`src/hw/rtl/sequence_gap_loss_tracker_defines.svh`:
```
// assertion macros for the sequence gap loss tracker
// used by sglt_ctrl and sglt_dpath; expects clk_i and rst_ni in scope
`ifndef SEQUENCE_GAP_LOSS_TRACKER_DEFINES_SVH
`define SEQUENCE_GAP_LOSS_TRACKER_DEFINES_SVH

// same-cycle implication, checked while out of reset
`define SGLT_ASSERT_NOW(lbl, ante, cons, msg) \
  lbl: assert property (@(posedge clk_i) disable iff (!rst_ni) (ante) |-> (cons)) \
    else $error(msg);

// next-cycle implication, checked while out of reset
`define SGLT_ASSERT_NEXT(lbl, ante, cons, msg) \
  lbl: assert property (@(posedge clk_i) disable iff (!rst_ni) (ante) |=> (cons)) \
    else $error(msg);

`endif

```
`src/hw/rtl/sglt_pkg.sv`:
```
// shared types and constants of the sequence gap loss tracker
// no dependencies
`default_nettype none

package sglt_pkg;

  // register indexes of the config port
  localparam logic [0:0] CFG_JUMP_LIMIT   = 1'b0;
  localparam logic [0:0] CFG_MIN_EXPECTED = 1'b1;

  localparam logic [7:0]  JUMP_LIMIT_RESET   = 8'd64;
  localparam logic [15:0] MIN_EXPECTED_RESET = 16'd32;

  localparam logic [9:0]  PERMILLE_FULL = 10'd1000;

  // quotient never exceeds 1000, so 11 quotient bits cover it
  localparam int unsigned DIV_STEPS = 11;
  localparam int unsigned DIV_CNT_W = 4;

  typedef struct packed {
    logic load_in;
    logic update;
    logic sum;
    logic prep;
    logic div_step;
    logic load_out;
  } sglt_cmd_t;

  typedef struct packed {
    logic div_last;
  } sglt_sts_t;

endpackage

`default_nettype wire

```
`src/hw/rtl/sglt_dpath.sv`:
```
// datapath: last sequence memory, seen flags, counters, config and divider
// depends on sglt_pkg and sequence_gap_loss_tracker_defines.svh
`default_nettype none

`include "sequence_gap_loss_tracker_defines.svh"

module sglt_dpath #(
  parameter int unsigned NUM_SOURCES = 256
) (
  input  wire logic                 clk_i,
  input  wire logic                 rst_ni,
  input  wire logic                 cfg_we_i,
  input  wire logic [0:0]           cfg_idx_i,
  input  wire logic [15:0]          cfg_data_i,
  input  wire logic [15:0]          in_data_i,
  input  wire sglt_pkg::sglt_cmd_t  cmd_i,
  output sglt_pkg::sglt_sts_t       sts_o,
  output logic [111:0]              out_data_o
);
  import sglt_pkg::*;

  localparam int unsigned IDX_W = (NUM_SOURCES > 1) ? $clog2(NUM_SOURCES) : 1;

  logic [7:0]             jump_limit_q;
  logic [15:0]            min_exp_q;
  logic [7:0]             src_q, seq_q, rd_q;
  logic [7:0]             mem_q [NUM_SOURCES];
  logic [NUM_SOURCES-1:0] seen_q;
  logic [31:0]            lost_q, frames_q, exp_q;
  logic [41:0]            prod_q;
  logic                   low_rate_q;
  logic [32:0]            rem_q;
  logic [10:0]            nlo_q, quo_q;
  logic [DIV_CNT_W-1:0]   cnt_q;
  logic [31:0]            out_lost_q, out_frames_q, out_exp_q;
  logic [9:0]             out_perm_q;

  logic [IDX_W-1:0] idx_in, idx_q;
  logic             in_range, seen_hit, mem_we, count_loss;
  logic [7:0]       diff;
  logic [32:0]      sum33;
  logic [31:0]      exp_d;
  logic [42:0]      num;
  logic [32:0]      trial;
  logic             ge;
  logic [9:0]       perm;

  assign idx_in   = in_data_i[IDX_W-1:0];
  assign idx_q    = src_q[IDX_W-1:0];
  assign in_range = ({1'b0, src_q} < 9'(NUM_SOURCES));
  assign seen_hit = seen_q[idx_q];
  assign diff     = seq_q - rd_q;
  assign mem_we   = cmd_i.update && in_range && (!seen_hit || (diff != 8'd0));
  assign count_loss = cmd_i.update && in_range && seen_hit && (diff != 8'd0)
                      && (diff <= jump_limit_q);

  assign sum33 = {1'b0, frames_q} + {1'b0, lost_q};
  assign exp_d = sum33[32] ? 32'hFFFF_FFFF : sum33[31:0];
  assign num   = {1'b0, prod_q} + {12'd0, exp_q[31:1]};
  assign trial = {rem_q[31:0], nlo_q[10]};
  assign ge    = (trial >= {1'b0, exp_q});
  assign perm  = low_rate_q ? 10'd0 :
                 ((quo_q > {1'b0, PERMILLE_FULL}) ? PERMILLE_FULL : quo_q[9:0]);

  // config registers
  always_ff @(posedge clk_i or negedge rst_ni) begin
    if (!rst_ni) begin
      jump_limit_q <= JUMP_LIMIT_RESET;
      min_exp_q    <= MIN_EXPECTED_RESET;
    end else if (cfg_we_i) begin
      unique case (cfg_idx_i)
        CFG_JUMP_LIMIT:   jump_limit_q <= cfg_data_i[7:0];
        CFG_MIN_EXPECTED: min_exp_q    <= cfg_data_i;
        default: ;
      endcase
    end
  end

  // last sequence memory, registered read
  always_ff @(posedge clk_i) begin
    if (cmd_i.load_in) begin
      rd_q <= mem_q[idx_in];
    end
    if (mem_we) begin
      mem_q[idx_q] <= seq_q;
    end
  end

  // control state: seen flags and counters
  always_ff @(posedge clk_i or negedge rst_ni) begin
    if (!rst_ni) begin
      seen_q   <= '0;
      lost_q   <= '0;
      frames_q <= '0;
      cnt_q    <= '0;
    end else begin
      if (cmd_i.update) begin
        frames_q <= frames_q + 32'd1;
        if (in_range) begin
          seen_q[idx_q] <= 1'b1;
        end
      end
      if (count_loss) begin
        lost_q <= lost_q + {24'd0, diff - 8'd1};
      end
      if (cmd_i.prep) begin
        cnt_q <= '0;
      end else if (cmd_i.div_step) begin
        cnt_q <= cnt_q + DIV_CNT_W'(1);
      end
    end
  end

  // payload registers
  always_ff @(posedge clk_i) begin
    if (cmd_i.load_in) begin
      src_q <= in_data_i[7:0];
      seq_q <= in_data_i[15:8];
    end
    if (cmd_i.sum) begin
      exp_q      <= exp_d;
      prod_q     <= {10'd0, lost_q} * {32'd0, PERMILLE_FULL};
      low_rate_q <= (exp_d == 32'd0) || (exp_d < {16'd0, min_exp_q});
    end
    // numerator is below expected * 2^11, so the top bits start below the divisor
    if (cmd_i.prep) begin
      rem_q <= {1'b0, num[42:11]};
      nlo_q <= num[10:0];
      quo_q <= '0;
    end else if (cmd_i.div_step) begin
      rem_q <= ge ? (trial - {1'b0, exp_q}) : trial;
      nlo_q <= {nlo_q[9:0], 1'b0};
      quo_q <= {quo_q[9:0], ge};
    end
    if (cmd_i.load_out) begin
      out_lost_q   <= lost_q;
      out_frames_q <= frames_q;
      out_exp_q    <= exp_q;
      out_perm_q   <= perm;
    end
  end

  assign sts_o.div_last = (cnt_q == DIV_CNT_W'(DIV_STEPS - 1));
  assign out_data_o = {6'd0, out_perm_q, out_exp_q, out_frames_q, out_lost_q};

  `SGLT_ASSERT_NOW(a_perm_cap, cmd_i.load_out, perm <= PERMILLE_FULL, "loss rate above cap")
  `SGLT_ASSERT_NOW(a_rem_below, cmd_i.div_step, (rem_q < {1'b0, exp_q}) || low_rate_q,
                   "divider remainder not below divisor")

endmodule

`default_nettype wire

```
`src/hw/rtl/sglt_ctrl.sv`:
```
// controller state machine: sequences accept, update, divide and output load
// depends on sglt_pkg and sequence_gap_loss_tracker_defines.svh
`default_nettype none

`include "sequence_gap_loss_tracker_defines.svh"

module sglt_ctrl (
  input  wire logic                clk_i,
  input  wire logic                rst_ni,
  input  wire logic                in_valid_i,
  output logic                     in_ready_o,
  output logic                     out_valid_o,
  input  wire logic                out_ready_i,
  input  wire sglt_pkg::sglt_sts_t sts_i,
  output sglt_pkg::sglt_cmd_t      cmd_o
);
  import sglt_pkg::*;

  typedef enum logic [5:0] {
    S_IDLE = 6'b000001,
    S_UPD  = 6'b000010,
    S_SUM  = 6'b000100,
    S_PREP = 6'b001000,
    S_DIV  = 6'b010000,
    S_OUT  = 6'b100000
  } state_e;

  state_e state_q, state_d;
  logic   out_valid_q, out_valid_d;
  logic   slot_free;

  assign slot_free  = !out_valid_q || out_ready_i;
  assign in_ready_o = (state_q == S_IDLE);
  assign out_valid_o = out_valid_q;

  always_comb begin
    state_d = state_q;
    cmd_o   = '0;
    unique case (state_q)
      S_IDLE: begin
        if (in_valid_i) begin
          cmd_o.load_in = 1'b1;
          state_d       = S_UPD;
        end
      end
      S_UPD: begin
        cmd_o.update = 1'b1;
        state_d      = S_SUM;
      end
      S_SUM: begin
        cmd_o.sum = 1'b1;
        state_d   = S_PREP;
      end
      S_PREP: begin
        cmd_o.prep = 1'b1;
        state_d    = S_DIV;
      end
      S_DIV: begin
        cmd_o.div_step = 1'b1;
        if (sts_i.div_last) begin
          state_d = S_OUT;
        end
      end
      S_OUT: begin
        if (slot_free) begin
          cmd_o.load_out = 1'b1;
          state_d        = S_IDLE;
        end
      end
      default: state_d = S_IDLE;
    endcase
  end

  always_comb begin
    out_valid_d = out_valid_q;
    if (cmd_o.load_out) begin
      out_valid_d = 1'b1;
    end else if (out_ready_i) begin
      out_valid_d = 1'b0;
    end
  end

  always_ff @(posedge clk_i or negedge rst_ni) begin
    if (!rst_ni) begin
      state_q     <= S_IDLE;
      out_valid_q <= 1'b0;
    end else begin
      state_q     <= state_d;
      out_valid_q <= out_valid_d;
    end
  end

  `SGLT_ASSERT_NEXT(a_accept_update, in_valid_i && in_ready_o, cmd_o.update,
                    "accepted item not updated next cycle")
  `SGLT_ASSERT_NOW(a_load_free, cmd_o.load_out, !out_valid_q || out_ready_i,
                   "result overwritten before taken")
  `SGLT_ASSERT_NEXT(a_div_out, cmd_o.div_step && sts_i.div_last, state_q == S_OUT,
                    "divider end not followed by output")

endmodule

`default_nettype wire

```
`src/hw/rtl/sequence_gap_loss_tracker.sv`:
```
// a result shows on m_axis after update, sum, prep, 11 divider steps and output
// load, which waits for a free output register; a new item is taken only after
// that load; the loss rate uses a one-quotient-bit-per-cycle restoring divider
// reset: seen flags and counters clear at once, config returns to jump limit 64
// and minimum expected 32; last sequence memory is not cleared
`default_nettype none

module sequence_gap_loss_tracker #(
  parameter int unsigned NUM_SOURCES = 256  // tracked sources, 2 to 256
) (
  input  wire logic          clk_i,
  input  wire logic          rst_ni,
  // config write port, index 0 jump limit, index 1 minimum expected count
  input  wire logic          cfg_we_i,
  input  wire logic [0:0]    cfg_idx_i,
  input  wire logic [15:0]   cfg_data_i,
  // input items
  input  wire logic          s_axis_tvalid,
  output logic               s_axis_tready,
  input  wire logic [15:0]   s_axis_tdata,  // source_id[7:0], seq_number[15:8]
  // result items
  output logic               m_axis_tvalid,
  input  wire logic          m_axis_tready,
  output logic [111:0]       m_axis_tdata   // lost_total[31:0], frames_total[63:32],
                                            // expected_total[95:64],
                                            // loss_permille[105:96], zero pad
);

  sglt_pkg::sglt_cmd_t cmd;
  sglt_pkg::sglt_sts_t sts;

  // controller: one item at a time, output register frees the input side
  sglt_ctrl u_ctrl (
    .clk_i       (clk_i),
    .rst_ni      (rst_ni),
    .in_valid_i  (s_axis_tvalid),
    .in_ready_o  (s_axis_tready),
    .out_valid_o (m_axis_tvalid),
    .out_ready_i (m_axis_tready),
    .sts_i       (sts),
    .cmd_o       (cmd)
  );

  // datapath: per-source memory, counters, permille divider
  sglt_dpath #(
    .NUM_SOURCES (NUM_SOURCES)
  ) u_dpath (
    .clk_i      (clk_i),
    .rst_ni     (rst_ni),
    .cfg_we_i   (cfg_we_i),
    .cfg_idx_i  (cfg_idx_i),
    .cfg_data_i (cfg_data_i),
    .in_data_i  (s_axis_tdata),
    .cmd_i      (cmd),
    .sts_o      (sts),
    .out_data_o (m_axis_tdata)
  );

endmodule

`default_nettype wire
```
`config.mk`:
```
export PLATFORM = sky130hd
export DESIGN_NAME = sequence_gap_loss_tracker
export DESIGN_NICKNAME = d
export VERILOG_FILES = /design/src/hw/rtl/sglt_pkg.sv /design/src/hw/rtl/sglt_dpath.sv /design/src/hw/rtl/sglt_ctrl.sv /design/src/hw/rtl/sequence_gap_loss_tracker.sv
export VERILOG_INCLUDE_DIRS = /design/src /design/src/hw/rtl
export SDC_FILE = /design/constraint.sdc
export NUM_CORES = 2
export LEC_CHECK = 0
export BUFFER_PORTS_ARGS = -buffer_cell sky130_fd_sc_hd__buf_2
export CORE_AREA = 5 5 461 463
export CTS_BUF_LIST = sky130_fd_sc_hd__clkbuf_4
export DETAILED_ROUTE_END_ITERATION = 10
export DIE_AREA = 0 0 466 468
export GPL_TIMING_DRIVEN = 0
export PLACE_DENSITY = 0.78
export RECOVER_POWER = 50
export SYNTH_ARGS = -nofsm -noshare
export SYNTH_HDL_FRONTEND = slang
export SYNTH_SLANG_ARGS = --single-unit
```
`constraint.sdc`:
```
create_clock -name clk_i -period 7.9 [get_ports clk_i]
set_clock_uncertainty 0.05 [all_clocks]
set_input_delay 0.395 -clock clk_i [delete_from_list [all_inputs] [get_ports clk_i]]
set_output_delay 0.395 -clock clk_i [all_outputs]
set_load 0.005 [all_outputs]
```
==> results.py <==
metrics = {
    "job": {
        "drv_cap": 8,
    },
    "clocking": {
        "cts.sinks": 2659,
        "cts_setup_buffers": 0,
        "cts_buffers": 642,
        "cts_tree": "done",
        "root_buffer": "clkbuf_4",
        "cts_max_level": 6,
        "insertion_delay_ns": 1.38,
        "path_clk_slew_ns": 0.06,
        "clock_path_buffers": 4,
    },
    "outcome": {
        "status": "complete, but fails checks",
        "violations": "capacitance limit, slew limit",
    },
    "placement": {
        "dp_hpwl_um": 208000,
        "portBuffers": 145,
        "pre_cts_ws_ns": -0.259,
        "placed_cells": 9251,
        "finalWeightedCongestion": 0.913,
    },
    "floorplanning": {
        "start_util_pct": 54.6,
        "core_area_um2": 208000,
        "die_w_um": 466,
        "core.rowCount": 168,
        "die_y_um": 468,
        "ios": 152,
        "dieArea_um2": 218000,
    },
    "min_path": {
        "hp-class": "in -> reg",
        "hold_path_depth": 4,
    },
    "yosys": {
        "synth.distinct_cells": 76,
        "synthMuxAreaShare_pct": 15.4,
        "synth-compound-area-share_pct": 4.43,
        "synth-simple-area-share_pct": 3.56,
        "synthTopCellsByCount": "edfxtp_1, mux4_2, nor2_1",
        "synth.area.top_cells": "edfxtp_1, mux4_2, dfrtp_1, ha_1, fa_1",
        "synthArstFlopShare_pct": 13.4,
        "synthAdderAreaFrac_pct": 4.58,
        "yosysTopAreaCellShare_pct": 60.6,
        "synth_edf_count": 2293,
        "synth_xor_area_share_pct": 1.47,
        "synth_top_area_cell": "edfxtp_1",
        "synth_flop_cell": "edfxtp_1",
        "synth_area_um2": 114000,
        "ys_seq_elements": 2659,
        "yosysSeqAreaShare_pct": 68.6,
        "yosysMostFrequentCell": "edfxtp_1",
        "syn_area_per_cell_um2": 18.3,
        "syn_inst": 6208,
        "yosysWarningCount": 0,
        "synth_top_family_by_area": "multiplexers",
    },
    "critical_path": {
        "reg2reg_depth": 23,
        "critPathRequiredTime_ns": 9.07,
        "worstPathMaxFanout": 10,
        "end_kind": "flip-flop",
        "crit_chain": "ha_1, fa_1, a21o_1, a311oi_1, o21ai_0, a31oi_2, o21a_1, clkbuf_2, clkbuf_1, nand2_1, ha_1, a21o_1, a21o_1, a21o_1, a21o_1, a21oi_1, nor2b_1, o21ai_0, nand2_1, o22ai_1, nand4_1, nor4_2, buf_4",
        "cp.arrival_ns": 8.96,
        "critPathKind": "reg -> reg",
        "crit_path_frequent_cell": "a21o_1",
        "worst_setup_path_start_kind": "flip-flop",
        "max_stage_delay_ns": 0.60,
        "cp_slowest_cell": "clkbuf_1",
    },
    "finish": {
        "final_nets": 7562,
        "area_growth_pct": 12.0,
        "layout.cells.non_filler": 10500,
        "fill_cells": 14300,
        "drive_gt1_share_pct": 25.8,
    },
    "global_route": {
        "grt_max_degree": 122,
        "grt_pass1_wl_um": 446000,
        "grt_pass1_vias": 67400,
        "antenna_found_initial": 24,
        "grt-ovfl-total": 0,
        "track_usage_pct": 28.0,
    },
    "timing": {
        "min_period_ns": 7.79,
        "hold_viol_final": 0,
        "rsz0062_at_grt": "false",
        "worst_slack_ns": 0.109,
        "tns_ns": 0,
        "final.period_utilization_pct": 98.6,
        "tightestPinTransition_ns": 6.10,
        "relSlewSlack_pct": -307,
        "timing.fmax_mhz": 128,
        "final-setup-viol-count": 0,
        "maxSlewViolCount": 491,
    },
    "detailed_routing": {
        "num_vias": 65800,
        "drt_pass1_iterations": 6,
        "vias_per_cell": 6.30,
        "drt-total-wl_um": 304000,
        "drt_iter0_markers": 8469,
        "wl_per_cell_um": 29.1,
        "detail-route-antenna-nets": 0,
        "drc": 0,
    },
    "pwr": {
        "powerDensity_nw_per_um2": 266,
        "vdd_drop_max_uv": 320,
        "leakagePower_nw": 45.9,
    },
}
[critical path, delay by kind of cell, from the launching register on]
kind,cells,cell delay (ns)
AND/OR/NAND/NOR,5,0.96
flip-flops,1,0.56
buffers and inverters,3,1.24
adder cells (fa/ha/maj),3,1.15
AO/OA/AOI/OAI,12,3.70
[report_power, final]
| part | switching [W] | leakage (nW) | internal, W |
|---|---|---|---|
| clock network | 0.00543 | 4.71 | 0.00565 |
| logic | 0.00381 | 15.6 | 0.00222 |
| registers | 0.000320 | 25.6 | 0.0164 |
| total | 0.00957 | 45.9 | 0.0242 |
[layout make-up]
cell class,count,area (um2),area share (%)
Multi-Input combinational cell,2972,33500,26.3
Antenna cell,27,67.6,0.0531
Clock inverter,143,762,0.599
Tap cell,2805,3510,2.76
Clock buffer,939,7050,5.54
Sequential cell,2659,78000,61.2
Timing Repair Buffer,325,2150,1.69
Buffer,305,1260,0.990
Inverter,277,1040,0.817
[repair_timing]
action | CTS | global route
gates resized for setup | 2 | 0
hold buffers | 92 | 0
endpoints found under the setup margin | 1 | 0
endpoints found under the hold margin | 495 | 0
[per-stage QoR]
step | hold WS, ns | instance area [um2] | util [%] | total power [W]
final | 0.209 | 127000 | 61.1 | 0.0338
after global routing | 0.116 | 127000 | 61.1 | 0.0353
after CTS | 0.0354 | 129000 | 62.0 | 0.0342
after detailed placement | 0.389 | 120000 | 57.8 | 0.0233
after global placement | 0.382 | 118000 | 56.6 | 0.0228
after floorplan | 0.0494 | 114000 | - | 0.0210
[worst paths after layout]
check,start,end,slack (ns)
worst max-delay path,u_dpath.lost_q[0]$_DFFE_PN0P_,u_dpath.low_rate_q$_DFFE_PP_,0.11
worst min-delay path,cfg_idx_i,u_dpath.min_exp_q[4]$_DFFE_PN0P_,0.21
worst max register to register,u_dpath.lost_q[0]$_DFFE_PN0P_,u_dpath.low_rate_q$_DFFE_PP_,0.11
worst min register to register,u_dpath.exp_q[3]$_DFFE_PP_,u_dpath.out_exp_q[3]$_DFFE_PP_,0.40
max in group asynchronous,rst_ni,u_dpath.lost_q[15]$_DFFE_PN0P_,1.47
min in group asynchronous,rst_ni,u_dpath.seen_q[95]$_DFFE_PN0P_,2.71
[cell usage in the layout (no fill, tap or decap), drive strengths merged, types with 123 or more instances in the layout]
master / synthesis / layout
clkbuf: 201 / 1272
a21oi: 149 / 149
mux4: 760 / 760
dfrtp: 352 / 352
fa: 123 / 123
a21o: 234 / 234
nand2: 196 / 196
inv: 277 / 291
edfxtp: 2293 / 2293
nor2: 412 / 412
xnor2: 124 / 124
buf: 104 / 204
ha: 219 / 219
[sequential cells by signal, indices dropped and copies added (netlist names), 10 cells and up]
name                  cells
u_dpath.frames_q         32
u_dpath.mem_q          2048
u_dpath.seen_q          256
u_dpath.out_frames_q     32
u_dpath.exp_q            32
u_dpath.rem_q            32
u_dpath.quo_q            11
u_dpath.nlo_q            11
u_dpath.min_exp_q        16
u_dpath.out_exp_q        32
u_dpath.out_perm_q       10
u_dpath.prod_q           39
u_dpath.out_lost_q       32
u_dpath.lost_q           32
[logic make-up after synthesis]
logic type               after synthesis
AO/OA/AOI/OAI                        747
XOR/XNOR                             191
adder cells (fa/ha/maj)              342
buffers and inverters                582
flip-flops                          2659
multiplexers                         793
other                                  1
AND/OR/NAND/NOR                      893
[per-layer routing]
layer  track usage, %  up-vias  wire length (um)
li1                 -    26900                 -
met1             35.4    33400            105000
met2             44.0     4651            144000
met3             8.56      942             36800
met4             15.1       28             17700
met5                0        -               222
No activity file was read; power rests on OpenSTA's default activity.
